--- src/sv/rcsf_pkg.sv ---
// ----------------------------------------------------------------------------
// RGB CRT subpixel filter package
// Shared constants, codes, types and the small arithmetic helpers used by the
// neighbour window and the subpixel emitter.
// ----------------------------------------------------------------------------
package rcsf_pkg;

   // Configuration port geometry
   localparam int CSR_INDEX_W = 8;
   localparam int CSR_DATA_W  = 8;

   // Register indexes
   localparam logic [CSR_INDEX_W-1:0] REG_HORIZONTAL_MODE = 8'd0;
   localparam logic [CSR_INDEX_W-1:0] REG_SCANLINE_ENABLE = 8'd1;

   // Horizontal expansion modes; the unused code behaves as stripes
   localparam logic [1:0] MODE_MONO    = 2'd0;
   localparam logic [1:0] MODE_COLUMN  = 2'd1;
   localparam logic [1:0] MODE_STRIPES = 2'd2;

   // Register reset values
   localparam logic [1:0] HORIZONTAL_MODE_RESET = MODE_MONO;
   localparam logic       SCANLINE_ENABLE_RESET = 1'b1;

   // Scaling and offsets
   localparam int         SCALE_MULT  = 180;
   localparam logic [7:0] OFFSET_FULL = 8'd32;
   localparam logic [7:0] OFFSET_HALF = 8'd16;

   // Channel positions
   localparam logic [1:0] CH_RED   = 2'd0;
   localparam logic [1:0] CH_GREEN = 2'd1;
   localparam logic [1:0] CH_BLUE  = 2'd2;

   typedef struct packed {
      logic [7:0] red;
      logic [7:0] green;
      logic [7:0] blue;
   } rgb_type;

   // Blurred channel sum with its 5/8 and 3/8 reductions
   typedef struct packed {
      logic [8:0] sum;
      logic [7:0] five;
      logic [6:0] three;
   } chan_sum_type;

   // One pixel waiting to be expanded into subpixels
   typedef struct packed {
      logic                   valid;
      logic                   bright;
      chan_sum_type [2:0]     ch;
   } pix_job_type;

   typedef struct packed {
      logic [1:0] horizontal_mode;
      logic       scanline_enable;
   } cfg_type;

   typedef struct packed {
      logic [7:0] normal_red;
      logic [7:0] normal_green;
      logic [7:0] normal_blue;
      logic [7:0] scan_red;
      logic [7:0] scan_green;
      logic [7:0] scan_blue;
      logic [1:0] sub_index;
      logic       line_done;
      logic       run_last;
   } rsp_payload_type;

   // left/8 + centre + right/8, with its 5/8 and 3/8 scaled forms
   function automatic chan_sum_type blur_prep(input logic [7:0] left,
                                              input logic [7:0] centre,
                                              input logic [7:0] right);
      chan_sum_type r;
      logic [10:0]  m5;
      logic [9:0]   m3;
      r.sum   = {4'b0, left[7:3]} + {1'b0, centre} + {4'b0, right[7:3]};
      m5      = {2'b0, r.sum} + {r.sum, 2'b0};
      m3      = {1'b0, r.sum} + {r.sum, 1'b0};
      r.five  = m5[10:3];
      r.three = m3[9:3];
      return r;
   endfunction

   // (v * 180) >> 8; the product stays below 2^16 for sums up to 317
   function automatic logic [7:0] scale_by(input logic [8:0] v);
      logic [16:0] p;
      p = 17'(v) * 17'(SCALE_MULT);
      return p[15:8];
   endfunction

endpackage

--- src/sv/rcsf_if.sv ---
// ----------------------------------------------------------------------------
// RGB CRT subpixel filter channels
// Valid/ready interfaces for the pixel input, the subpixel result and the
// configuration write channel.
// ----------------------------------------------------------------------------
interface rcsf_req_if;
   logic       valid;
   logic       ready;
   logic [7:0] pixel_red;
   logic [7:0] pixel_green;
   logic [7:0] pixel_blue;
   logic       keep_bright;
   logic       end_of_line;

   modport source (output valid, pixel_red, pixel_green, pixel_blue, keep_bright,
                   end_of_line, input ready);
   modport sink   (input valid, pixel_red, pixel_green, pixel_blue, keep_bright,
                   end_of_line, output ready);
endinterface

interface rcsf_rsp_if;
   logic       valid;
   logic       ready;
   logic [7:0] normal_red;
   logic [7:0] normal_green;
   logic [7:0] normal_blue;
   logic [7:0] scan_red;
   logic [7:0] scan_green;
   logic [7:0] scan_blue;
   logic [1:0] sub_index;
   logic       line_done;
   logic       run_last;

   modport source (output valid, normal_red, normal_green, normal_blue, scan_red,
                   scan_green, scan_blue, sub_index, line_done, run_last,
                   input ready);
   modport sink   (input valid, normal_red, normal_green, normal_blue, scan_red,
                   scan_green, scan_blue, sub_index, line_done, run_last,
                   output ready);
endinterface

interface rcsf_csr_if;
   logic       valid;
   logic       ready;
   logic [7:0] index;
   logic [7:0] wdata;

   modport source (output valid, index, wdata, input ready);
   modport sink   (input valid, index, wdata, output ready);
endinterface

--- src/sv/rcsf_window.sv ---
// ----------------------------------------------------------------------------
// RGB CRT subpixel filter neighbour window
// Holds the left neighbour and the pending centre pixel of the current line
// and forms the blurred channel sums of the pixels that an input releases.
// ----------------------------------------------------------------------------
module rcsf_window
   import rcsf_pkg::*;
(
   input  logic        clock,
   input  logic        reset,
   input  logic        accept,
   input  rgb_type     cur_rgb,
   input  logic        cur_bright,
   input  logic        cur_eol,
   output pix_job_type job_a,
   output pix_job_type job_b
);

   rgb_type left_ff,   left_in;
   rgb_type centre_ff, centre_in;
   logic    centre_bright_ff, centre_bright_in;
   logic    centre_valid_ff,  centre_valid_in;

   rgb_type next_left;
   rgb_type zero_rgb;

   assign zero_rgb  = '0;
   // Once the held pixel is released it becomes the left neighbour.
   assign next_left = centre_valid_ff ? centre_ff : left_ff;

   always_comb begin
      job_a.valid  = centre_valid_ff;
      job_a.bright = centre_bright_ff;
      job_a.ch[CH_RED]   = blur_prep(left_ff.red,   centre_ff.red,   cur_rgb.red);
      job_a.ch[CH_GREEN] = blur_prep(left_ff.green, centre_ff.green, cur_rgb.green);
      job_a.ch[CH_BLUE]  = blur_prep(left_ff.blue,  centre_ff.blue,  cur_rgb.blue);

      // End of line: the current pixel goes out with a black right neighbour.
      job_b.valid  = cur_eol;
      job_b.bright = cur_bright;
      job_b.ch[CH_RED]   = blur_prep(next_left.red,   cur_rgb.red,   zero_rgb.red);
      job_b.ch[CH_GREEN] = blur_prep(next_left.green, cur_rgb.green, zero_rgb.green);
      job_b.ch[CH_BLUE]  = blur_prep(next_left.blue,  cur_rgb.blue,  zero_rgb.blue);
   end

   always_comb begin
      left_in          = left_ff;
      centre_in        = centre_ff;
      centre_bright_in = centre_bright_ff;
      centre_valid_in  = centre_valid_ff;
      if (accept) begin
         if (cur_eol) begin
            left_in          = '0;
            centre_in        = '0;
            centre_bright_in = 1'b0;
            centre_valid_in  = 1'b0;
         end else begin
            left_in          = next_left;
            centre_in        = cur_rgb;
            centre_bright_in = cur_bright;
            centre_valid_in  = 1'b1;
         end
      end
   end

   always_ff @(posedge clock) begin
      if (reset) begin
         left_ff          <= '0;
         centre_ff        <= '0;
         centre_bright_ff <= 1'b0;
         centre_valid_ff  <= 1'b0;
      end else begin
         left_ff          <= left_in;
         centre_ff        <= centre_in;
         centre_bright_ff <= centre_bright_in;
         centre_valid_ff  <= centre_valid_in;
      end
   end

endmodule

--- src/sv/rcsf_emitter.sv ---
// ----------------------------------------------------------------------------
// RGB CRT subpixel filter emitter
// Holds up to two released pixels, steps through their subpixels, computes
// the normal and scanline colours and presents them in the result register.
// ----------------------------------------------------------------------------
module rcsf_emitter
   import rcsf_pkg::*;
(
   input  logic            clock,
   input  logic            reset,
   input  cfg_type         cfg,
   input  logic            load,
   input  pix_job_type     job_a,
   input  pix_job_type     job_b,
   output logic            take_ready,
   rcsf_rsp_if.source      rsp_if
);

   pix_job_type     a_ff,   a_in;
   pix_job_type     b_ff,   b_in;
   logic [1:0]      sub_ff, sub_in;
   logic            out_valid_ff, out_valid_in;
   rsp_payload_type out_ff, out_in;

   pix_job_type     cur;
   logic            active;
   logic [1:0]      sub_last_idx;
   logic            sub_last;
   logic            job_last;
   logic            out_free;
   logic            step;
   logic            stripes;
   logic            wide;
   logic            bright;
   logic [7:0]      offset;
   logic [7:0]      nv [3];
   logic [7:0]      sv [3];

   assign active   = a_ff.valid || b_ff.valid;
   assign cur      = a_ff.valid ? a_ff : b_ff;
   assign stripes  = (cfg.horizontal_mode != MODE_MONO) &&
                     (cfg.horizontal_mode != MODE_COLUMN);

   always_comb begin
      case (cfg.horizontal_mode)
         MODE_MONO:   sub_last_idx = 2'd0;
         MODE_COLUMN: sub_last_idx = 2'd1;
         default:     sub_last_idx = 2'd2;
      endcase
   end

   assign sub_last   = (sub_ff == sub_last_idx);
   assign job_last   = sub_last && !(a_ff.valid && b_ff.valid);
   assign out_free   = !out_valid_ff || rsp_if.ready;
   assign step       = active && out_free;
   // A new pixel may be taken in the same cycle as the last subpixel moves out.
   assign take_ready = !active || (out_free && job_last);

   // Full-strength subpixel: stripes or the first column; otherwise the dim one.
   assign wide   = stripes || (sub_ff == 2'd0);
   assign bright = cur.bright || !cfg.scanline_enable;
   assign offset = wide ? OFFSET_FULL : OFFSET_HALF;

   always_comb begin
      logic [8:0] nop;
      logic [8:0] dop;
      logic [7:0] dim;
      for (int c = 0; c < 3; c++) begin
         nop   = wide    ? cur.ch[c].sum : {1'b0, cur.ch[c].five};
         dop   = stripes ? {1'b0, cur.ch[c].five} : {2'b0, cur.ch[c].three};
         nv[c] = offset + scale_by(nop);
         dim   = offset + scale_by(dop);
         sv[c] = bright ? nv[c] : dim;
         if (stripes && (sub_ff != 2'(c))) begin
            nv[c] = '0;
            sv[c] = '0;
         end
      end
   end

   always_comb begin
      a_in         = a_ff;
      b_in         = b_ff;
      sub_in       = sub_ff;
      out_valid_in = out_valid_ff;
      out_in       = out_ff;
      if (step) begin
         out_valid_in        = 1'b1;
         out_in.normal_red   = nv[CH_RED];
         out_in.normal_green = nv[CH_GREEN];
         out_in.normal_blue  = nv[CH_BLUE];
         out_in.scan_red     = sv[CH_RED];
         out_in.scan_green   = sv[CH_GREEN];
         out_in.scan_blue    = sv[CH_BLUE];
         out_in.sub_index    = sub_ff;
         out_in.line_done    = sub_last && !a_ff.valid;
         out_in.run_last     = job_last;
         if (sub_last) begin
            sub_in = 2'd0;
            if (a_ff.valid) begin
               a_in.valid = 1'b0;
            end else begin
               b_in.valid = 1'b0;
            end
         end else begin
            sub_in = sub_ff + 2'd1;
         end
      end else if (rsp_if.ready) begin
         out_valid_in = 1'b0;
      end
      if (load) begin
         a_in   = job_a;
         b_in   = job_b;
         sub_in = 2'd0;
      end
   end

   always_ff @(posedge clock) begin
      if (reset) begin
         a_ff.valid   <= 1'b0;
         b_ff.valid   <= 1'b0;
         sub_ff       <= 2'd0;
         out_valid_ff <= 1'b0;
      end else begin
         a_ff         <= a_in;
         b_ff         <= b_in;
         sub_ff       <= sub_in;
         out_valid_ff <= out_valid_in;
      end
      out_ff <= out_in;
   end

   assign rsp_if.valid        = out_valid_ff;
   assign rsp_if.normal_red   = out_ff.normal_red;
   assign rsp_if.normal_green = out_ff.normal_green;
   assign rsp_if.normal_blue  = out_ff.normal_blue;
   assign rsp_if.scan_red     = out_ff.scan_red;
   assign rsp_if.scan_green   = out_ff.scan_green;
   assign rsp_if.scan_blue    = out_ff.scan_blue;
   assign rsp_if.sub_index    = out_ff.sub_index;
   assign rsp_if.line_done    = out_ff.line_done;
   assign rsp_if.run_last     = out_ff.run_last;

endmodule

--- src/sv/rgb_crt_subpixel_filter.sv ---
// An input transfer loads the pixels it releases into the emitter; their
// subpixels then move one by one to the single result register. Throughput:
// one result per cycle while the result channel is ready. An input causes
// zero to six results, three per pixel in stripe mode; no new input is taken
// before its last result moves out. Reset is synchronous and clears the line state.
// ----------------------------------------------------------------------------
// RGB CRT subpixel filter
// Horizontal CRT-style blur and subpixel expansion with scanline dimming,
// configured through a small register write channel.
// ----------------------------------------------------------------------------
module rgb_crt_subpixel_filter
   import rcsf_pkg::*;
(
   input  logic        clock,
   input  logic        reset,
   rcsf_req_if.sink    req_if,
   rcsf_rsp_if.source  rsp_if,
   rcsf_csr_if.sink    csr_if
);

   cfg_type     cfg_ff, cfg_in;
   pix_job_type job_a;
   pix_job_type job_b;
   logic        take_ready;
   logic        accept;
   rgb_type     cur_rgb;

   assign csr_if.ready = 1'b1;

   always_comb begin
      cfg_in = cfg_ff;
      if (csr_if.valid && csr_if.ready) begin
         case (csr_if.index)
            REG_HORIZONTAL_MODE: cfg_in.horizontal_mode = csr_if.wdata[1:0];
            REG_SCANLINE_ENABLE: cfg_in.scanline_enable = csr_if.wdata[0];
            default:             cfg_in = cfg_ff;
         endcase
      end
   end

   always_ff @(posedge clock) begin
      if (reset) begin
         cfg_ff.horizontal_mode <= HORIZONTAL_MODE_RESET;
         cfg_ff.scanline_enable <= SCANLINE_ENABLE_RESET;
      end else begin
         cfg_ff <= cfg_in;
      end
   end

   assign req_if.ready  = take_ready;
   assign accept        = req_if.valid && take_ready;
   assign cur_rgb.red   = req_if.pixel_red;
   assign cur_rgb.green = req_if.pixel_green;
   assign cur_rgb.blue  = req_if.pixel_blue;

   rcsf_window u_window (
      .clock      (clock),
      .reset      (reset),
      .accept     (accept),
      .cur_rgb    (cur_rgb),
      .cur_bright (req_if.keep_bright),
      .cur_eol    (req_if.end_of_line),
      .job_a      (job_a),
      .job_b      (job_b)
   );

   rcsf_emitter u_emitter (
      .clock      (clock),
      .reset      (reset),
      .cfg        (cfg_ff),
      .load       (accept),
      .job_a      (job_a),
      .job_b      (job_b),
      .take_ready (take_ready),
      .rsp_if     (rsp_if)
   );

endmodule

--- src/flat_wrapper.sv ---
// flat-port wrapper written by rule: the top's interface ports become plain ports
module rgb_crt_subpixel_filter_flat import rcsf_pkg::*;
  (clock, reset, req_if_valid, req_if_pixel_red, req_if_pixel_green, req_if_pixel_blue, req_if_keep_bright, req_if_end_of_line, req_if_ready, rsp_if_valid, rsp_if_normal_red, rsp_if_normal_green, rsp_if_normal_blue, rsp_if_scan_red, rsp_if_scan_green, rsp_if_scan_blue, rsp_if_sub_index, rsp_if_line_done, rsp_if_run_last, rsp_if_ready, csr_if_valid, csr_if_index, csr_if_wdata, csr_if_ready);
  rcsf_req_if req_if_i ();
  rcsf_rsp_if rsp_if_i ();
  rcsf_csr_if csr_if_i ();
  input  logic clock;
  input  logic reset;
  input wire logic [$bits(req_if_i.valid)-1:0] req_if_valid;
  input wire logic [$bits(req_if_i.pixel_red)-1:0] req_if_pixel_red;
  input wire logic [$bits(req_if_i.pixel_green)-1:0] req_if_pixel_green;
  input wire logic [$bits(req_if_i.pixel_blue)-1:0] req_if_pixel_blue;
  input wire logic [$bits(req_if_i.keep_bright)-1:0] req_if_keep_bright;
  input wire logic [$bits(req_if_i.end_of_line)-1:0] req_if_end_of_line;
  output wire logic [$bits(req_if_i.ready)-1:0] req_if_ready;
  output wire logic [$bits(rsp_if_i.valid)-1:0] rsp_if_valid;
  output wire logic [$bits(rsp_if_i.normal_red)-1:0] rsp_if_normal_red;
  output wire logic [$bits(rsp_if_i.normal_green)-1:0] rsp_if_normal_green;
  output wire logic [$bits(rsp_if_i.normal_blue)-1:0] rsp_if_normal_blue;
  output wire logic [$bits(rsp_if_i.scan_red)-1:0] rsp_if_scan_red;
  output wire logic [$bits(rsp_if_i.scan_green)-1:0] rsp_if_scan_green;
  output wire logic [$bits(rsp_if_i.scan_blue)-1:0] rsp_if_scan_blue;
  output wire logic [$bits(rsp_if_i.sub_index)-1:0] rsp_if_sub_index;
  output wire logic [$bits(rsp_if_i.line_done)-1:0] rsp_if_line_done;
  output wire logic [$bits(rsp_if_i.run_last)-1:0] rsp_if_run_last;
  input wire logic [$bits(rsp_if_i.ready)-1:0] rsp_if_ready;
  input wire logic [$bits(csr_if_i.valid)-1:0] csr_if_valid;
  input wire logic [$bits(csr_if_i.index)-1:0] csr_if_index;
  input wire logic [$bits(csr_if_i.wdata)-1:0] csr_if_wdata;
  output wire logic [$bits(csr_if_i.ready)-1:0] csr_if_ready;
  assign req_if_i.valid = req_if_valid;
  assign req_if_i.pixel_red = req_if_pixel_red;
  assign req_if_i.pixel_green = req_if_pixel_green;
  assign req_if_i.pixel_blue = req_if_pixel_blue;
  assign req_if_i.keep_bright = req_if_keep_bright;
  assign req_if_i.end_of_line = req_if_end_of_line;
  assign req_if_ready = req_if_i.ready;
  assign rsp_if_valid = rsp_if_i.valid;
  assign rsp_if_normal_red = rsp_if_i.normal_red;
  assign rsp_if_normal_green = rsp_if_i.normal_green;
  assign rsp_if_normal_blue = rsp_if_i.normal_blue;
  assign rsp_if_scan_red = rsp_if_i.scan_red;
  assign rsp_if_scan_green = rsp_if_i.scan_green;
  assign rsp_if_scan_blue = rsp_if_i.scan_blue;
  assign rsp_if_sub_index = rsp_if_i.sub_index;
  assign rsp_if_line_done = rsp_if_i.line_done;
  assign rsp_if_run_last = rsp_if_i.run_last;
  assign rsp_if_i.ready = rsp_if_ready;
  assign csr_if_i.valid = csr_if_valid;
  assign csr_if_i.index = csr_if_index;
  assign csr_if_i.wdata = csr_if_wdata;
  assign csr_if_ready = csr_if_i.ready;
  rgb_crt_subpixel_filter u_core (.clock(clock), .reset(reset), .req_if(req_if_i), .rsp_if(rsp_if_i), .csr_if(csr_if_i));
endmodule
--- config.mk ---
export PLATFORM = sky130hd
export DESIGN_NAME = rgb_crt_subpixel_filter_flat
export DESIGN_NICKNAME = d
export VERILOG_FILES = /design/src/sv/rcsf_pkg.sv /design/src/sv/rcsf_if.sv /design/src/sv/rcsf_window.sv /design/src/sv/rcsf_emitter.sv /design/src/sv/rgb_crt_subpixel_filter.sv /design/src/flat_wrapper.sv
export SDC_FILE = /design/constraint.sdc
export NUM_CORES = 1
export LEC_CHECK = 0
export BUFFER_PORTS_ARGS = -buffer_cell sky130_fd_sc_hd__buf_4
export CAP_MARGIN = 40
export CORE_MARGIN = 4
export CORE_UTILIZATION = 50
export CTS_CLUSTER_SIZE = 14
export DETAILED_ROUTE_END_ITERATION = 12
export PLACE_DENSITY = 0.66
export SYNTH_ARGS = -nofsm -noshare
export SYNTH_HDL_FRONTEND = slang
export SYNTH_HIERARCHICAL = 1
export SYNTH_SLANG_ARGS = --single-unit
--- constraint.sdc ---
create_clock -name clock -period 12.7 [get_ports clock]
set_input_delay 2.54 -clock clock [delete_from_list [all_inputs] [get_ports clock]]
set_output_delay 2.54 -clock clock [all_outputs]
set_load 0.01 [all_outputs]
**Word-level counts from Yosys, hierarchy flattened**

Index checks and enable logic that the tools add are counted.

- Bits in registers: 247
- Input bits: 47
- Output and inout port bits: 55

- Add/sub/neg operators: 28
- Multipliers: 6
- Equality and inequality tests: 7
- Multiplexer cells: 27
- Bitwise operators: 1
- Reduce and logical (&&, ||, !) cells: 34

Operators with widths:

| operator | number |
|---|---|
| $mux W74 | 2 |
| $mux W73 | 1 |
| $mux W24 | 3 |
| $add A9 B11 Y11 | 6 |
| $add A9 B10 Y10 | 6 |
| $add A5 B8 Y9 | 6 |
| $add A6 B8 Y8 | 6 |
| $mux W8 | 6 |
| $mul A8 B6 Y14 const B | 3 |
| $mul A9 B6 Y14 const B | 3 |
| $add A9 B5 Y9 | 3 |
| $mux W9 | 3 |
| $logic_and A1 B1 Y1 | 10 |
| $reduce_bool A2 Y1 | 5 |
| $mux W1 | 9 |
| $eq A8 B1 Y1 const B | 1 |
| $logic_not A8 Y1 | 1 |
| $reduce_and A2 Y1 | 4 |
| $mux W6 | 1 |
| $ne A2 B1 Y1 const B | 3 |
| $logic_not A1 Y1 | 5 |
| $logic_or A1 B1 Y1 | 5 |
| $logic_not A2 Y1 | 2 |
| $pmux W2 S2 | 1 |
| other kinds (8) | 8 |

**Depth between registers and ports, before layout**

Gate-level depths: netlist (run 1).

- Word-level depth: 9
- Mapped depth: 27

**Cells and area by module**

The synthesis (run 1) kept the hierarchy.

By module, submodules not included:

| module | instances | cells each | area an instance (um^2) |
|---|---|---|---|
| rcsf_emitter | 1 | 1,004 | 13,241.4 |
| rcsf_window | 1 | 852 | 6,929.1 |
| rgb_crt_subpixel_filter | 1 | 20 | 191.4 |

**Least setup slack after synthesis (run 1)**

OpenSTA, ideal clock, no wires.

- Kind: input port to flip-flop
- Start: input rsp_if_ready
- End: register u_core/u_emitter/a_ff[0] in the netlist's numbering, enable pin
- Setup time: 0.673 ns
- Arrival: 9.502 ns
- Path slack: 2.525 ns
- Stages: 4
- Cell sequence: nand2b_1 > a21o_1 > and2_1 > nor2b_1

- Longest elaborated chain between the ends: 5

RTL lines:

| item | line | text |
|---|---|---|
| start: declaration | flat_wrapper.sv:26 | `input wire logic [$bits(rsp_if_i.ready)-1:0] rsp_if_ready;` |
| $logic_or A1 B1 Y1 | rcsf_emitter.sv:54 | `assign out_free = !out_valid_ff \|\| rsp_if.ready;` |
| $logic_and A1 B1 Y1 | rcsf_emitter.sv:57 | `assign take_ready = !active \|\| (out_free && job_last);` |
| $logic_or A1 B1 Y1 | rcsf_emitter.sv:57 |  |
| via req_if_ready | flat_wrapper.sv:15 | `output wire logic [$bits(req_if_i.ready)-1:0] req_if_ready;` |
| $logic_and A1 B1 Y1 | rgb_crt_subpixel_filter.sv:51 | `assign accept = req_if.valid && take_ready;` |
| via u_core.accept | rgb_crt_subpixel_filter.sv:25 | `logic accept;` |
| $reduce_and A2 Y1 (no source line) | -- |  |
| end signal: assignment | rcsf_emitter.sv:125 | `a_ff <= a_in;` |
| end: declaration | rcsf_emitter.sv:19 | `pix_job_type a_ff, a_in;` |

The timed path passes the listed nets, and every way through them passes these cells.
A chain may end at the register's enable or synchronous reset.

**Worst setup path after layout (run 1)**

- Start: register u_core/cfg_ff[2] in the netlist's numbering
- End: register u_core.u_emitter.out_ff (netlist bit u_core/u_emitter/rsp_if.scan_red[7]), data pin

- Longest elaborated chain between the ends: 7

RTL lines:

| item | line | text |
|---|---|---|
| start: declaration | rgb_crt_subpixel_filter.sv:21 | `cfg_type cfg_ff, cfg_in;` |
| start signal: assignment | rgb_crt_subpixel_filter.sv:46 | `cfg_ff <= cfg_in;` |
| $ne A2 B1 Y1 or $reduce_bool A2 Y1 (tied branches) | rcsf_emitter.sv:42, rcsf_emitter.sv:41 |  |
| $logic_and A1 B1 Y1 * | rcsf_emitter.sv:41 | `assign stripes = (cfg.horizontal_mode != MODE_MONO) &&` |
| $logic_or A1 B1 Y1 | rcsf_emitter.sv:60 | `assign wide = stripes \|\| (sub_ff == 2'd0);` |
| $mux W9 | rcsf_emitter.sv:69 | `nop = wide ? cur.ch[c].sum : {1'b0, cur.ch[c].five};` |
| $mul A9 B6 Y14 | rcsf_pkg.sv:90 | `p = 17'(v) * 17'(SCALE_MULT);` |
| $add A6 B8 Y8 | rcsf_emitter.sv:71 | `nv[c] = offset + scale_by(nop);` |
| $mux W8 | rcsf_emitter.sv:73 | `sv[c] = bright ? nv[c] : dim;` |
| end signal: assignment | rcsf_emitter.sv:130 | `out_ff <= out_in;` |
| end: declaration | rcsf_emitter.sv:23 | `rsp_payload_type out_ff, out_in;` |

Every way passes the cells marked *; elsewhere a longest branch is shown, timed or not.

==> summary.md, run 1 <==
| Metric | Value |
|---|---|
| Setup TNS | `0 ns` |
| Mapped Area | `between 20000 and 25000 um2` |
| Worst hold stages | `0` |
| Clock sink count | `around 250` |
| First-pass GRT wire length | `a little over 70 mm` |
| Hpwl dp | `33.2 mm` |
| Post CTS Setup Buffer Count | `0` |
| DRT antenna net count | `0` |
| Post_cts resized | `0` |
| Power per cell area | `155 nW/um2` |
| Clock-pin transition on the worst setup and hold timing paths | `around 0.06 ns` |
| Routed vias | `about 14000` |
| Type of origin of the critical path | `flip-flop` |
| DR pass1 iterations | `5` |
| FF-to-FF setup slack | `around 6.4 ns` |
| Critical R2R Capture | `u_core/u_emitter/rsp_if.scan_red[7]` |
| Util after Layout | `0.567` |
| Hold EP | `u_core/u_emitter/a_ff[72]` |
| Crit share post-route | `0.500` |
| Max Fclk | `around 0.16 GHz` |
| Crit Reg-Reg Startpoint | `u_core/cfg_ff[2]` |
| CTS tree | `done` |
| Max-slew violations | `0` |
| Clock skew | `~0.012 ns` |
| Tot Pwr | `between 3 and 4 mW` |
| TritonCTS Buffers | `28` |
| Avg Inst Size Synth | `around 11 um2` |
| Status | `finished clean` |
| Share of the synthesized area in the top cell type | `0.292` |
| Slowest CP cell | `fa_1` |
| Row count | `73` |
| Final WL | `42.3 mm` |
| Routability cong. | `0.841` |
| Via density | `roughly 5.4` |
| Share of post-route cells with drive strength above 1 | `0.128` |
| Sequential cell area fraction in the yosys report | `0.340` |
| Total grt overflow | `0` |
| RSZ-0062 raised after global routing | `false` |
| 1st-iter DRT viols | `860` |
| Placed Area | `between 20000 and 25000 um2` |
| # H-tree levels | `1` |
| P&R area growth vs syn | `11.3%` |
| Total track usage | `0.191` |
| Max-Cap Viols | `0` |
| Worst setup margin | `between 6 and 7 ns` |
| Synth area leaders | `edfxtp_1, ha_1, fa_1, xnor2_1, mux4_2` |
| Final number of setup-violating endpoints | `0` |
| Initial core utilization | `0.509` |
| Worst VDD drop | `0.0000980 V` |
| # hold bufs at CTS | `0` |
| Static Leak | `just under 10 nW` |
| Path depth of the worst reg2reg path | `22` |
| Antenna violations before repair | `0` |
| Area leader, netlist | `edfxtp_1` |
| DR DRC count | `0` |
| Worst-Skew Late Latency | `0.55 ns` |
| Post-layout min period | `between 6 and 7 ns` |
| Hold_sp | `u_core/u_window/centre_bright_ff` |
| Count of yosys warnings during synthesis | `6` |
| Clk root buf | `clkbuf_16` |
| Post-layout net count | `~2400` |
| Slew @ Worst Pin | `roughly 0.9 ns` |
| WP data required | `about 13 ns` |
| Net Switching | `1.22 mW` |
| Final Hold Vio Count | `0` |
| Post-synth ARST share | `0` |
| Die area | `roughly 44000 um2` |
| Crit Path Max Fanout | `32` |
| Die Height | `~210 um` |
| CP Capture Type | `flip-flop` |
| Top Ports | `between 100 and 150` |
| Post-Place Cells | `about 2500` |
| Seq pwr share | `0.307` |
| Finished Cell Area | `about 23000 um2` |
| Largest net degree at the start of global routing | `74` |
| Worst Hold Margin | `approximately 0.43 ns` |
| Net Sw Frac | `0.347` |
| ANT cells | `0` |
| Die width | `210 um` |
| Core area | `around 40000 um2` |
| Clock Tree Buf Depth | `3` |
| Mapped Cells | `~1900` |
| DP Worst Slack | `approximately 6.0 ns` |
| WL/cell | `between 15 and 20 um` |
| Internal power | `2.29 mW` |
| Worst Hold Class | `reg2reg` |
| Synth unique cells | `slightly below 90` |
| Filler cells | `~3400` |
| Seq cells post-synth | `247` |
| Fin cells | `~2500` |
| Crit path kind | `reg2reg` |
| Vias in the first global route | `approximately 14000` |
| Number of synthesized flops with an enable pin | `roughly 200` |
| Syn_nets | `approximately 2300` |
| Largest stage delay, worst path | `between 0.5 and 0.6 ns` |
| Cell mode on critical path | `ha_1` |
| CP arrival | `about 6.6 ns` |
| Max transition margin | `0.413` |
| Clk pwr share | `0.242` |
| Top FF cell, synth | `edfxtp_1` |
| I/O Buffers | `94` |
| Combinational power share | `0.452` |
| Worst path cell trace | `buf_4, or2_2, buf_4, mux4_2, ha_1, inv_1, fa_1, fa_1, inv_1, ha_1, o21a_1, nor2_1, or3_1, a21boi_0, or2_2, a21oi_1, xnor2_1, ha_1, a21oi_1, nor3_1, xnor2_1, a211oi_1` |
-- critical path, delay by kind of cell, from the launching register on --
family,cells,cell delay (ns)
adder cells (fa/ha/maj),5,2.00
multiplexers,1,0.43
flip-flops,1,0.31
AND/OR/NAND/NOR,5,1.28
XOR/XNOR,2,0.41
AO/OA/AOI/OAI,5,0.64
buffers and inverters,4,0.95
-- cells in the final DEF (no fill, tap or decap), types with 10 or more instances in the layout --
cell type  count
clkbuf_16     29
mux2i_1       18
nor2_1       165
a211oi_1      16
xnor2_1      117
fa_1          93
nand3b_1      14
nand2b_1      25
mux2_2        14
ha_1         249
dfxtp_1       48
xor2_1        52
mux4_2        45
a31oi_1       10
buf_4        107
edfxtp_1     198
nand2_1       50
nor2b_1       63
inv_1        223
a21oi_1      118
a31o_2        10
o21ai_0       48
o21a_1        28
a21o_1        31
nor3_1        33
o21bai_1      13
-- registers in the layout, indices dropped and copies added, names as in the netlist --
name and flops:
u_core/u_emitter/a_ff 74, u_core/u_emitter/b_ff 74, u_core/u_window/centre_ff 24, u_core/u_window/left_ff 15, u_core/u_emitter/rsp_if.normal_blue 8, u_core/u_emitter/rsp_if.normal_green 8
u_core/u_emitter/rsp_if.normal_red 8, u_core/u_emitter/rsp_if.scan_blue 8, u_core/u_emitter/rsp_if.scan_green 8, u_core/u_emitter/rsp_if.scan_red 8, u_core/cfg_ff 3, u_core/u_emitter/rsp_if.sub_index 2
u_core/u_emitter/sub_ff 2, u_core/u_emitter/rsp_if.line_done 1, u_core/u_emitter/rsp_if.run_last 1, u_core/u_emitter/rsp_if.valid 1, u_core/u_window/centre_bright_ff 1, u_core/u_window/centre_valid_ff 1
-- cell families (layout without fill, tap and decap cells) --
family / count (synthesis) / in the layout / share of synthesized area
AO/OA/AOI/OAI: 340 / 340 / 0.111
adder cells (fa/ha/maj): 347 / 347 / 0.247
flip-flops: 247 / 247 / 0.340
multiplexers: 77 / 77 / 0.0664
XOR/XNOR: 175 / 175 / 0.0788
buffers and inverters: 275 / 390 / 0.0525
AND/OR/NAND/NOR: 414 / 414 / 0.105
other: 1 / 1 / 0.000184
-- layout make-up --
cell class / instances / area (um2) / area share
Sequential cell: 247 / 6930 / 0.306
Clock buffer: 35 / 758 / 0.0334
Clock inverter: 17 / 216 / 0.00955
Timing Repair Buffer: 113 / 888 / 0.0392
Tap cell: 525 / 657 / 0.0290
Inverter: 225 / 845 / 0.0373
Multi-Input combinational cell: 1354 / 12400 / 0.546
-- power by group through the flow --
stage / registers (mW) / clock network, mW / logic (mW)
after global routing: 1.09 / 0.908 / 1.80
after floorplan: 1.11 / 0 / 1.19
after detailed placement: 1.10 / 0 / 1.58
after CTS: 1.08 / 0.868 / 1.60
final: 1.08 / 0.847 / 1.58
after global placement: 1.10 / 0 / 1.54
-- metal layers --
metal	track usage	part of all wire
met4	0.0360	0.014
met5	0	0
met1	0.282	0.49
met2	0.308	0.45
met3	0.0248	0.047
-- cell usage after synthesis, types with 33 or more instances --
cell and instances:
xnor2_1 117, inv_1 224, fa_1 93, ha_1 249, o21ai_0 48, nor2b_1 65
mux4_2 45, edfxtp_1 198, xor2_1 52, nor3_1 33, dfxtp_1 49, nand2_1 50
nor2_1 165, a21oi_1 118
-- worst max path at each step --
stage | to | from
floorplan | u_core/u_emitter/a_ff[0] | rsp_if_ready
global placement | u_core/u_emitter/a_ff[62] | req_if_pixel_blue[4]
detailed placement | u_core/u_emitter/a_ff[62] | req_if_pixel_blue[4]
CTS | u_core/u_emitter/rsp_if.scan_green[7] | u_core/u_emitter/sub_ff[0]
global route | u_core/u_emitter/rsp_if.scan_blue[7] | u_core/u_emitter/sub_ff[0]
finish | u_core/u_emitter/rsp_if.scan_red[7] | u_core/cfg_ff[2]
Note: power is estimated with default switching activity, not from simulation.
==> run 2: changes to the inputs <==
--- a/config.mk
+++ b/config.mk
@@ -11,7 +11,7 @@
 export CORE_UTILIZATION = 50
 export CTS_CLUSTER_SIZE = 14
 export DETAILED_ROUTE_END_ITERATION = 12
-export PLACE_DENSITY = 0.66
+export PLACE_DENSITY = 0.69
 export SYNTH_ARGS = -nofsm -noshare
 export SYNTH_HDL_FRONTEND = slang
 export SYNTH_HIERARCHICAL = 1
==> constraint.sdc (replaced) <==
create_clock -name clock -period 5.8 [get_ports clock]
set_input_delay 1.16 -clock clock [delete_from_list [all_inputs] [get_ports clock]]
set_output_delay 1.16 -clock clock [all_outputs]
set_load 0.01 [all_outputs]
==> run 2 against run 1 <==
Against the previous run:
- setup slack got worse by 6.1 ns
- clock skew rose by 0.0064 ns
- critical path type unchanged
- sequential share of layout area shrank 0.63 points
- maximum frequency up 14%
- largest power group unchanged
- critical endpoint is now u_core/u_emitter/rsp_if.scan_blue[7]
- die area unchanged
- global-route usage grew 0.24 points
- design area is 2.1% higher
==> summary.md, run 2 (synthesis results as in run 1) <==
| Metric | Value |
|---|---|
| Max Fclk | `0.179 GHz (+14%)` |
| FF-to-FF setup slack | `0.22 ns (-6.14 ns)` |
| DR pass1 iterations | `5 (unchanged)` |
| Hpwl dp | `33.9 mm (+2.3%)` |
| CTS tree | `done` |
| Post-layout net count | `2401 (+1.8%)` |
| Row count | `73 (unchanged)` |
| Clk root buf | `clkbuf_16` |
| Worst Hold Margin | `0.420 ns (-0.00632 ns)` |
| Core area | `40000 um2 (unchanged)` |
| Slew @ Worst Pin | `0.846 ns (-0.0344 ns)` |
| Initial core utilization | `0.509 (unchanged)` |
| Die Height | `210 um (unchanged)` |
| WP data required | `6.09 ns (-6.88 ns)` |
| # hold bufs at CTS | `0 (unchanged)` |
| DRT antenna net count | `0 (unchanged)` |
| Filler cells | `3306 (-1.5%)` |
| Slowest CP cell | `fa_1` |
| ANT cells | `0 (unchanged)` |
| Worst hold stages | `0 (unchanged)` |
| TritonCTS Buffers | `27 (-3.6%)` |
| Clock Tree Buf Depth | `3 (unchanged)` |
| Most common cell after layout, fill and taps aside | `ha_1` |
| Crit share post-route | `0.963 (+0.463)` |
| Worst-Skew Late Latency | `0.55 ns (about the same)` |
| 1st-iter DRT viols | `849 (-1.3%)` |
| CP delay by family, top | `adder cells` |
| Share of post-route cells with drive strength above 1 | `0.159 (+0.0314)` |
| Post-layout min period | `5.58 ns (-0.760 ns)` |
| Worst path bufs/invs | `4 (unchanged)` |
| Top Ports | `102 (unchanged)` |
| Clock-pin transition on the worst setup and hold timing paths | `0.06 ns (about the same)` |
| Max transition margin | `0.432 (+0.0189)` |
| Crit Reg-Reg Startpoint | `u_core/u_emitter/sub_ff[0]` |
| Worst Hold Class | `reg2reg` |
| # H-tree levels | `1 (unchanged)` |
| P&R area growth vs syn | `13.7%` |
| Tot Pwr | `7.76 mW (+120%)` |
| First-pass GRT wire length | `70.9 mm (+0.72%)` |
| I/O Buffers | `94 (unchanged)` |
| Total track usage | `0.194 (+0.00236)` |
| Worst path cell trace | `inv_1, ha_1, or2_4, buf_12, mux4_2, ha_4, inv_1, fa_1, fa_1, inv_1, ha_4, o21ai_2, a221oi_2, nor2_1, nor2b_1, o21ai_1, nor2b_1, xnor2_1, ha_1, a21oi_1, or3b_1, a22oi_2, xnor2_2, a211oi_2` |
| Crit path kind | `reg2reg` |
| RSZ-0062 raised after global routing | `true` |
| Largest stage delay, worst path | `0.52 ns (-0.03 ns)` |
| Type of origin of the critical path | `flip-flop` |
| Final Hold Vio Count | `0 (unchanged)` |
| Routability cong. | `0.852 (+1.3%)` |
| Clock sink count | `247 (unchanged)` |
| Max-Cap Viols | `0 (unchanged)` |
| Largest net degree at the start of global routing | `65 (-12%)` |
| Static Leak | `9.97 nW (+2.5%)` |
| Crit Path Max Fanout | `10 (-69%)` |
| Most frequent cells in the layout | `ha_1, inv_1, edfxtp_1` |
| Hold EP | `u_core/u_emitter/a_ff[72]` |
| Die area | `44000 um2 (unchanged)` |
| Via density | `5.48 (+1.1%)` |
| CP Capture Type | `flip-flop` |
| Final WL | `43.3 mm (+2.4%)` |
| Die width | `210 um (unchanged)` |
| Power per cell area | `335 nW/um2 (+120%)` |
| Routed vias | `14000 (+2.7%)` |
| Max-slew violations | `0 (unchanged)` |
| Final number of setup-violating endpoints | `0 (unchanged)` |
| Path depth of the worst reg2reg path | `24 (+9.1%)` |
| CP arrival | `5.87 ns (-0.74 ns)` |
| Cell mode on critical path | `inv_1` |
| Antenna violations before repair | `0 (unchanged)` |
| Status | `finished clean` |
| WL/cell | `16.9 um (+0.79%)` |
| DR DRC count | `0 (unchanged)` |
| Clock skew | `0.0188 ns (+0.00645 ns)` |
| Vias in the first global route | `13900 (+0.072%)` |
| Hold_sp | `u_core/u_window/centre_bright_ff` |
| Total grt overflow | `0 (unchanged)` |
| Critical R2R Capture | `u_core/u_emitter/rsp_if.scan_blue[7]` |
| Top Registers | `u_core/u_emitter/a_ff: 74 flops, u_core/u_emitter/b_ff: 74 flops, u_core/u_window/centre_ff: 24 flops` |
| Worst VDD drop | `0.000200 V (+100%)` |
[run 2: changes by cell type in the layout (fill, tap and decap cells not counted), sizes merged]
cell,delta
buf,+44
clkbuf,-5
clkinv,+4
bufinv,-2
[run 2: layout make-up]
cell class / count / area (um2) / share of cell area
clock buffers: 30 / 697 / 0.0301
clock inverters: 19 / 186 / 0.00805
inverters: 225 / 847 / 0.0366
multi-input cells: 1354 / 12500 / 0.542
flip-flops and latches: 247 / 6930 / 0.299
well taps: 525 / 657 / 0.0284
repair buffers: 157 / 1290 / 0.0559
[run 2: worst max-delay path by stage]
stage	from	end	slack (ns)	depth (start not counted)
6_report	u_core/u_emitter/sub_ff[0]	u_core/u_emitter/rsp_if.scan_blue[7]	0.22	24
5_1_grt	u_core/u_emitter/sub_ff[0]	u_core/u_emitter/rsp_if.scan_blue[7]	-0.02	24
4_1_cts	u_core/u_emitter/sub_ff[0]	u_core/u_emitter/rsp_if.scan_red[7]	0.005	23
3_5_place_dp	u_core/u_emitter/a_ff[73]	u_core/u_emitter/rsp_if.scan_red[7]	-0.1	23
3_3_place_gp	u_core/u_emitter/sub_ff[0]	u_core/u_emitter/rsp_if.scan_blue[7]	0.03	24
2_1_floorplan	u_core/u_emitter/sub_ff[0]	u_core/u_emitter/rsp_if.scan_blue[7]	0.006	25
[run 2: per-stage QoR]
stage	TNS, ns	utilization	cell area [um2]	cells	setup slack [ns]
finish	0	0.579	23200	2557	0.216
floorplan	0	-	20400	1876	0.00649
global placement	0	0.547	21900	2486	0.0264
global route	-0.0292	0.579	23200	2557	-0.0249
detailed placement	-0.100	0.548	21900	2492	-0.0967
CTS	0	0.571	22900	2542	0.00516
[run 2: routing by layer]
metal  track usage  vias to the layer above  routed length (um)
li1              -                     6883                   -
met1         0.282                     6779               20500
met2         0.314                      313               19800
met3        0.0271                       46                2230
met4        0.0389                        0                 720
met5             0                        -                   0
[run 2: timing repair]
item                                    4_1_cts  5_1_grt
gates cloned                                  0        0
pin swaps                                     0       11
endpoints found under the setup margin        2       10
endpoints found under the hold margin         0        0
gates resized for setup                       1       28
buffers inserted                              1       15
[run 2: power breakdown]
part / internal (mW) / switching [mW] / total [mW]
clock: 1.00 / 0.717 / 1.72
sequential: 2.28 / 0.0741 / 2.36
combinational: 1.72 / 1.96 / 3.68
total: 5.01 / 2.75 / 7.76
==> run 3: changes to the inputs <==
--- a/config.mk
+++ b/config.mk
@@ -9,6 +9,7 @@
 export CAP_MARGIN = 40
 export CORE_MARGIN = 4
 export CORE_UTILIZATION = 50
+export CTS_BUF_LIST = sky130_fd_sc_hd__clkbuf_8
 export CTS_CLUSTER_SIZE = 14
 export DETAILED_ROUTE_END_ITERATION = 12
 export PLACE_DENSITY = 0.69
==> run 3 against run 2 <==
Against the previous run:
- non-clock buffer count stayed put
- sequential share of layout area rose by 0.13 points
- count of clock-buffer cells in the layout grew 14
- die area did not move
- routed wire length barely moved
- critical path depth unchanged
- register-to-register slack about the same
- largest power group unchanged
- flip-flop and latch count unchanged
==> summary.md, run 3 (synthesis results as in run 1) <==
| Metric | Value |
|---|---|
| Status | `finished clean` |
| Final number of setup-violating endpoints | `0 (unchanged)` |
| Top Ports | `102 (unchanged)` |
| Filler cells | `3342 (+1.1%)` |
| P&R area growth vs syn | `13.2%` |
| CP arrival | `5.87 ns (about the same)` |
| Type of origin of the critical path | `flip-flop` |
| Worst VDD drop | `0.000153 V (-23%)` |
| Slew @ Worst Pin | `0.871 ns (+0.0248 ns)` |
| Final Hold Vio Count | `0 (unchanged)` |
| ANT cells | `0 (unchanged)` |
| Top Registers | `u_core/u_emitter/a_ff: 74 flops, u_core/u_emitter/b_ff: 74 flops, u_core/u_window/centre_ff: 24 flops` |
| Clock sink count | `247 (unchanged)` |
| Antenna violations before repair | `0 (unchanged)` |
| I/O Buffers | `94 (unchanged)` |
| Post-Place Cells | `2492 (unchanged)` |
| Seq pwr share | `0.312 (+0.008)` |
| Crit path kind | `reg2reg` |
| Worst-Skew Late Latency | `0.58 ns (+0.03 ns)` |
| Routability cong. | `0.852 (unchanged)` |
| Clk pwr share | `0.202 (-0.019)` |
| Die area | `44000 um2 (unchanged)` |
| Crit share post-route | `0.961 (-0.00218)` |
| # hold bufs at CTS | `0 (unchanged)` |
| Via density | `5.42 (-1.1%)` |
| Largest stage delay, worst path | `0.52 ns (about the same)` |
| Max-slew violations | `0 (unchanged)` |
| Combinational power share | `0.486 (+0.011)` |
| Net Sw Frac | `0.365 (+0.00996)` |
| # H-tree levels | `2 (+1)` |
| Die Height | `210 um (unchanged)` |
| Vias in the first global route | `14100 (+1.0%)` |
| Max Fclk | `0.179 GHz (+0.23%)` |
| Max transition margin | `0.415 (-0.0166)` |
| Slowest CP cell | `fa_1` |
| Cell mode on critical path | `inv_1` |
| CP delay by family, top | `adder cells` |
| CTS tree | `done` |
| Most frequent cells in the layout | `ha_1, inv_1, edfxtp_1` |
| Row count | `73 (unchanged)` |
| Clock Tree Buf Depth | `3 (unchanged)` |
| Routed vias | `14000 (-0.014%)` |
| Total grt overflow | `0 (unchanged)` |
| Clock skew | `0.0230 ns (+0.00424 ns)` |
| Register area | `6930 um2 (unchanged)` |
| CP Capture Type | `flip-flop` |
| First-pass GRT wire length | `71.1 mm (+0.36%)` |
| Worst Hold Class | `reg2reg` |
| Worst path cell trace | `inv_1, ha_1, or2_4, buf_12, mux4_2, ha_4, inv_1, fa_1, fa_1, inv_1, ha_4, o21ai_2, a221oi_2, nor2_1, nor2b_1, o21ai_1, nor2b_1, xnor2_2, ha_1, a21oi_1, or3b_1, a22oi_2, xnor2_2, a211oi_2` |
| Largest net degree at the start of global routing | `65 (unchanged)` |
| DR pass1 iterations | `5 (unchanged)` |
| Max-Cap Viols | `0 (unchanged)` |
| Total track usage | `0.195 (+0.00107)` |
| Fin cells | `2586 (+1.1%)` |
| Util after Layout | `0.576 (-0.00244)` |
| TritonCTS Buffers | `43 (+59%)` |
| 1st-iter DRT viols | `834 (-1.8%)` |
| Area of the multi-input gates | `12500 um2 (about the same)` |
| Die width | `210 um (unchanged)` |
| Clock-pin transition on the worst setup and hold timing paths | `0.06 ns (about the same)` |
| Most common cell after layout, fill and taps aside | `ha_1` |
| Share of post-route cells with drive strength above 1 | `0.161 (+0.00164)` |
| Post-layout net count | `2417 (+0.67%)` |
| RSZ-0062 raised after global routing | `true` |
| WP data required | `6.10 ns (about the same)` |
| Initial core utilization | `0.509 (unchanged)` |
| Worst path bufs/invs | `4 (unchanged)` |
| Tot Pwr | `7.56 mW (-2.5%)` |
| Power per cell area | `328 nW/um2 (-2.1%)` |
| Core area | `40000 um2 (unchanged)` |
| Clk root buf | `clkbuf_8` |
| DR DRC count | `0 (unchanged)` |
| Final WL | `43.3 mm (about the same)` |
| DRT antenna net count | `0 (unchanged)` |
| Net Switching | `2.76 mW (+0.21%)` |
| Post-layout min period | `5.57 ns (-0.0126 ns)` |
| Internal power | `4.81 mW (-4.0%)` |
| Static Leak | `10.0 nW (+0.37%)` |
| Crit Path Max Fanout | `10 (unchanged)` |
| WL/cell | `16.7 um (-1.1%)` |
| Hpwl dp | `33.9 mm (unchanged)` |
==> run 3: cell count changes in the layout (fill, tap and decap cells not counted), moves of 2 or more <==
cell	delta
clkbuf_8	+43
inv_1	+14
clkinv_2	-4
inv_6	+2
clkinv_1	+7
buf_4	+2
clkbuf_1	-2
clkbuf_16	-27
==> run 3: final timing paths <==
check	end	slack [ns]	depth (start not counted)	from
min	u_core/u_emitter/a_ff[72]	0.42	0	u_core/u_window/centre_bright_ff
min reg2reg	u_core/u_emitter/a_ff[72]	0.42	0	u_core/u_window/centre_bright_ff
max	u_core/u_emitter/rsp_if.scan_blue[7]	0.23	24	u_core/u_emitter/sub_ff[0]
max reg2reg	u_core/u_emitter/rsp_if.scan_blue[7]	0.23	24	u_core/u_emitter/sub_ff[0]
==> run 3: area by class of cell <==
class                           instances  area share
Clock inverter                         34     0.00917
Inverter                              225      0.0366
Timing Repair Buffer                  157      0.0555
Clock buffer                           44      0.0263
Sequential cell                       247       0.301
Tap cell                              525      0.0285
Multi-Input combinational cell       1354       0.543
==> run 3: power groups by stage <==
| stage | Sequential [mW] | Combinational (mW) | Clock, mW |
|---|---|---|---|
| 6_report | 2.36 | 3.68 | 1.53 |
| 5_1_grt | 2.38 | 4.17 | 1.66 |
| 2_1_floorplan | 2.42 | 2.60 | 0 |
| 4_1_cts | 2.36 | 3.58 | 1.58 |
| 3_5_place_dp | 2.40 | 3.55 | 0 |
| 3_3_place_gp | 2.40 | 3.44 | 0 |
==> run 3: worst reg2reg max path: stages, from the launching register on <==
cell and delay, ns:
dfxtp_1 0.32, inv_1 0.06, ha_1 0.21, or2_4 0.28, buf_12 0.16, mux4_2 0.37
ha_4 0.30, inv_1 0.05, fa_1 0.50, fa_1 0.52, inv_1 0.06, ha_4 0.28
o21ai_2 0.06, a221oi_2 0.29, nor2_1 0.11, nor2b_1 0.16, o21ai_1 0.07, nor2b_1 0.15
xnor2_2 0.15, ha_1 0.28, a21oi_1 0.08, or3b_1 0.36, a22oi_2 0.19, xnor2_2 0.17
a211oi_2 0.10
==> run 3: layer usage <==
metal  routed length [um]  global-route usage
met1                20600               0.281
met2                19700               0.312
met3                 2050              0.0277
met4                  947              0.0479
met5                    0                   0
==> run 3: per-stage QoR <==
step                      cell area [um2]  setup TNS (ns)  setup WS (ns)  hold WS, ns
after detailed placement            21900          -0.100        -0.0967        0.407
after floorplan                     20400               0        0.00649        0.459
final                               23100               0          0.229        0.420
after CTS                           22800               0        0.00776        0.421
after global routing                23100         -0.0889        -0.0461        0.440
after global placement              21900               0         0.0264        0.410
==> run 3: repair_timing <==
item | in CTS | in global routing
endpoints found under the setup margin | 2 | 10
pin swaps | 0 | 12
gates resized for setup | 1 | 22
buffers inserted | 1 | 15
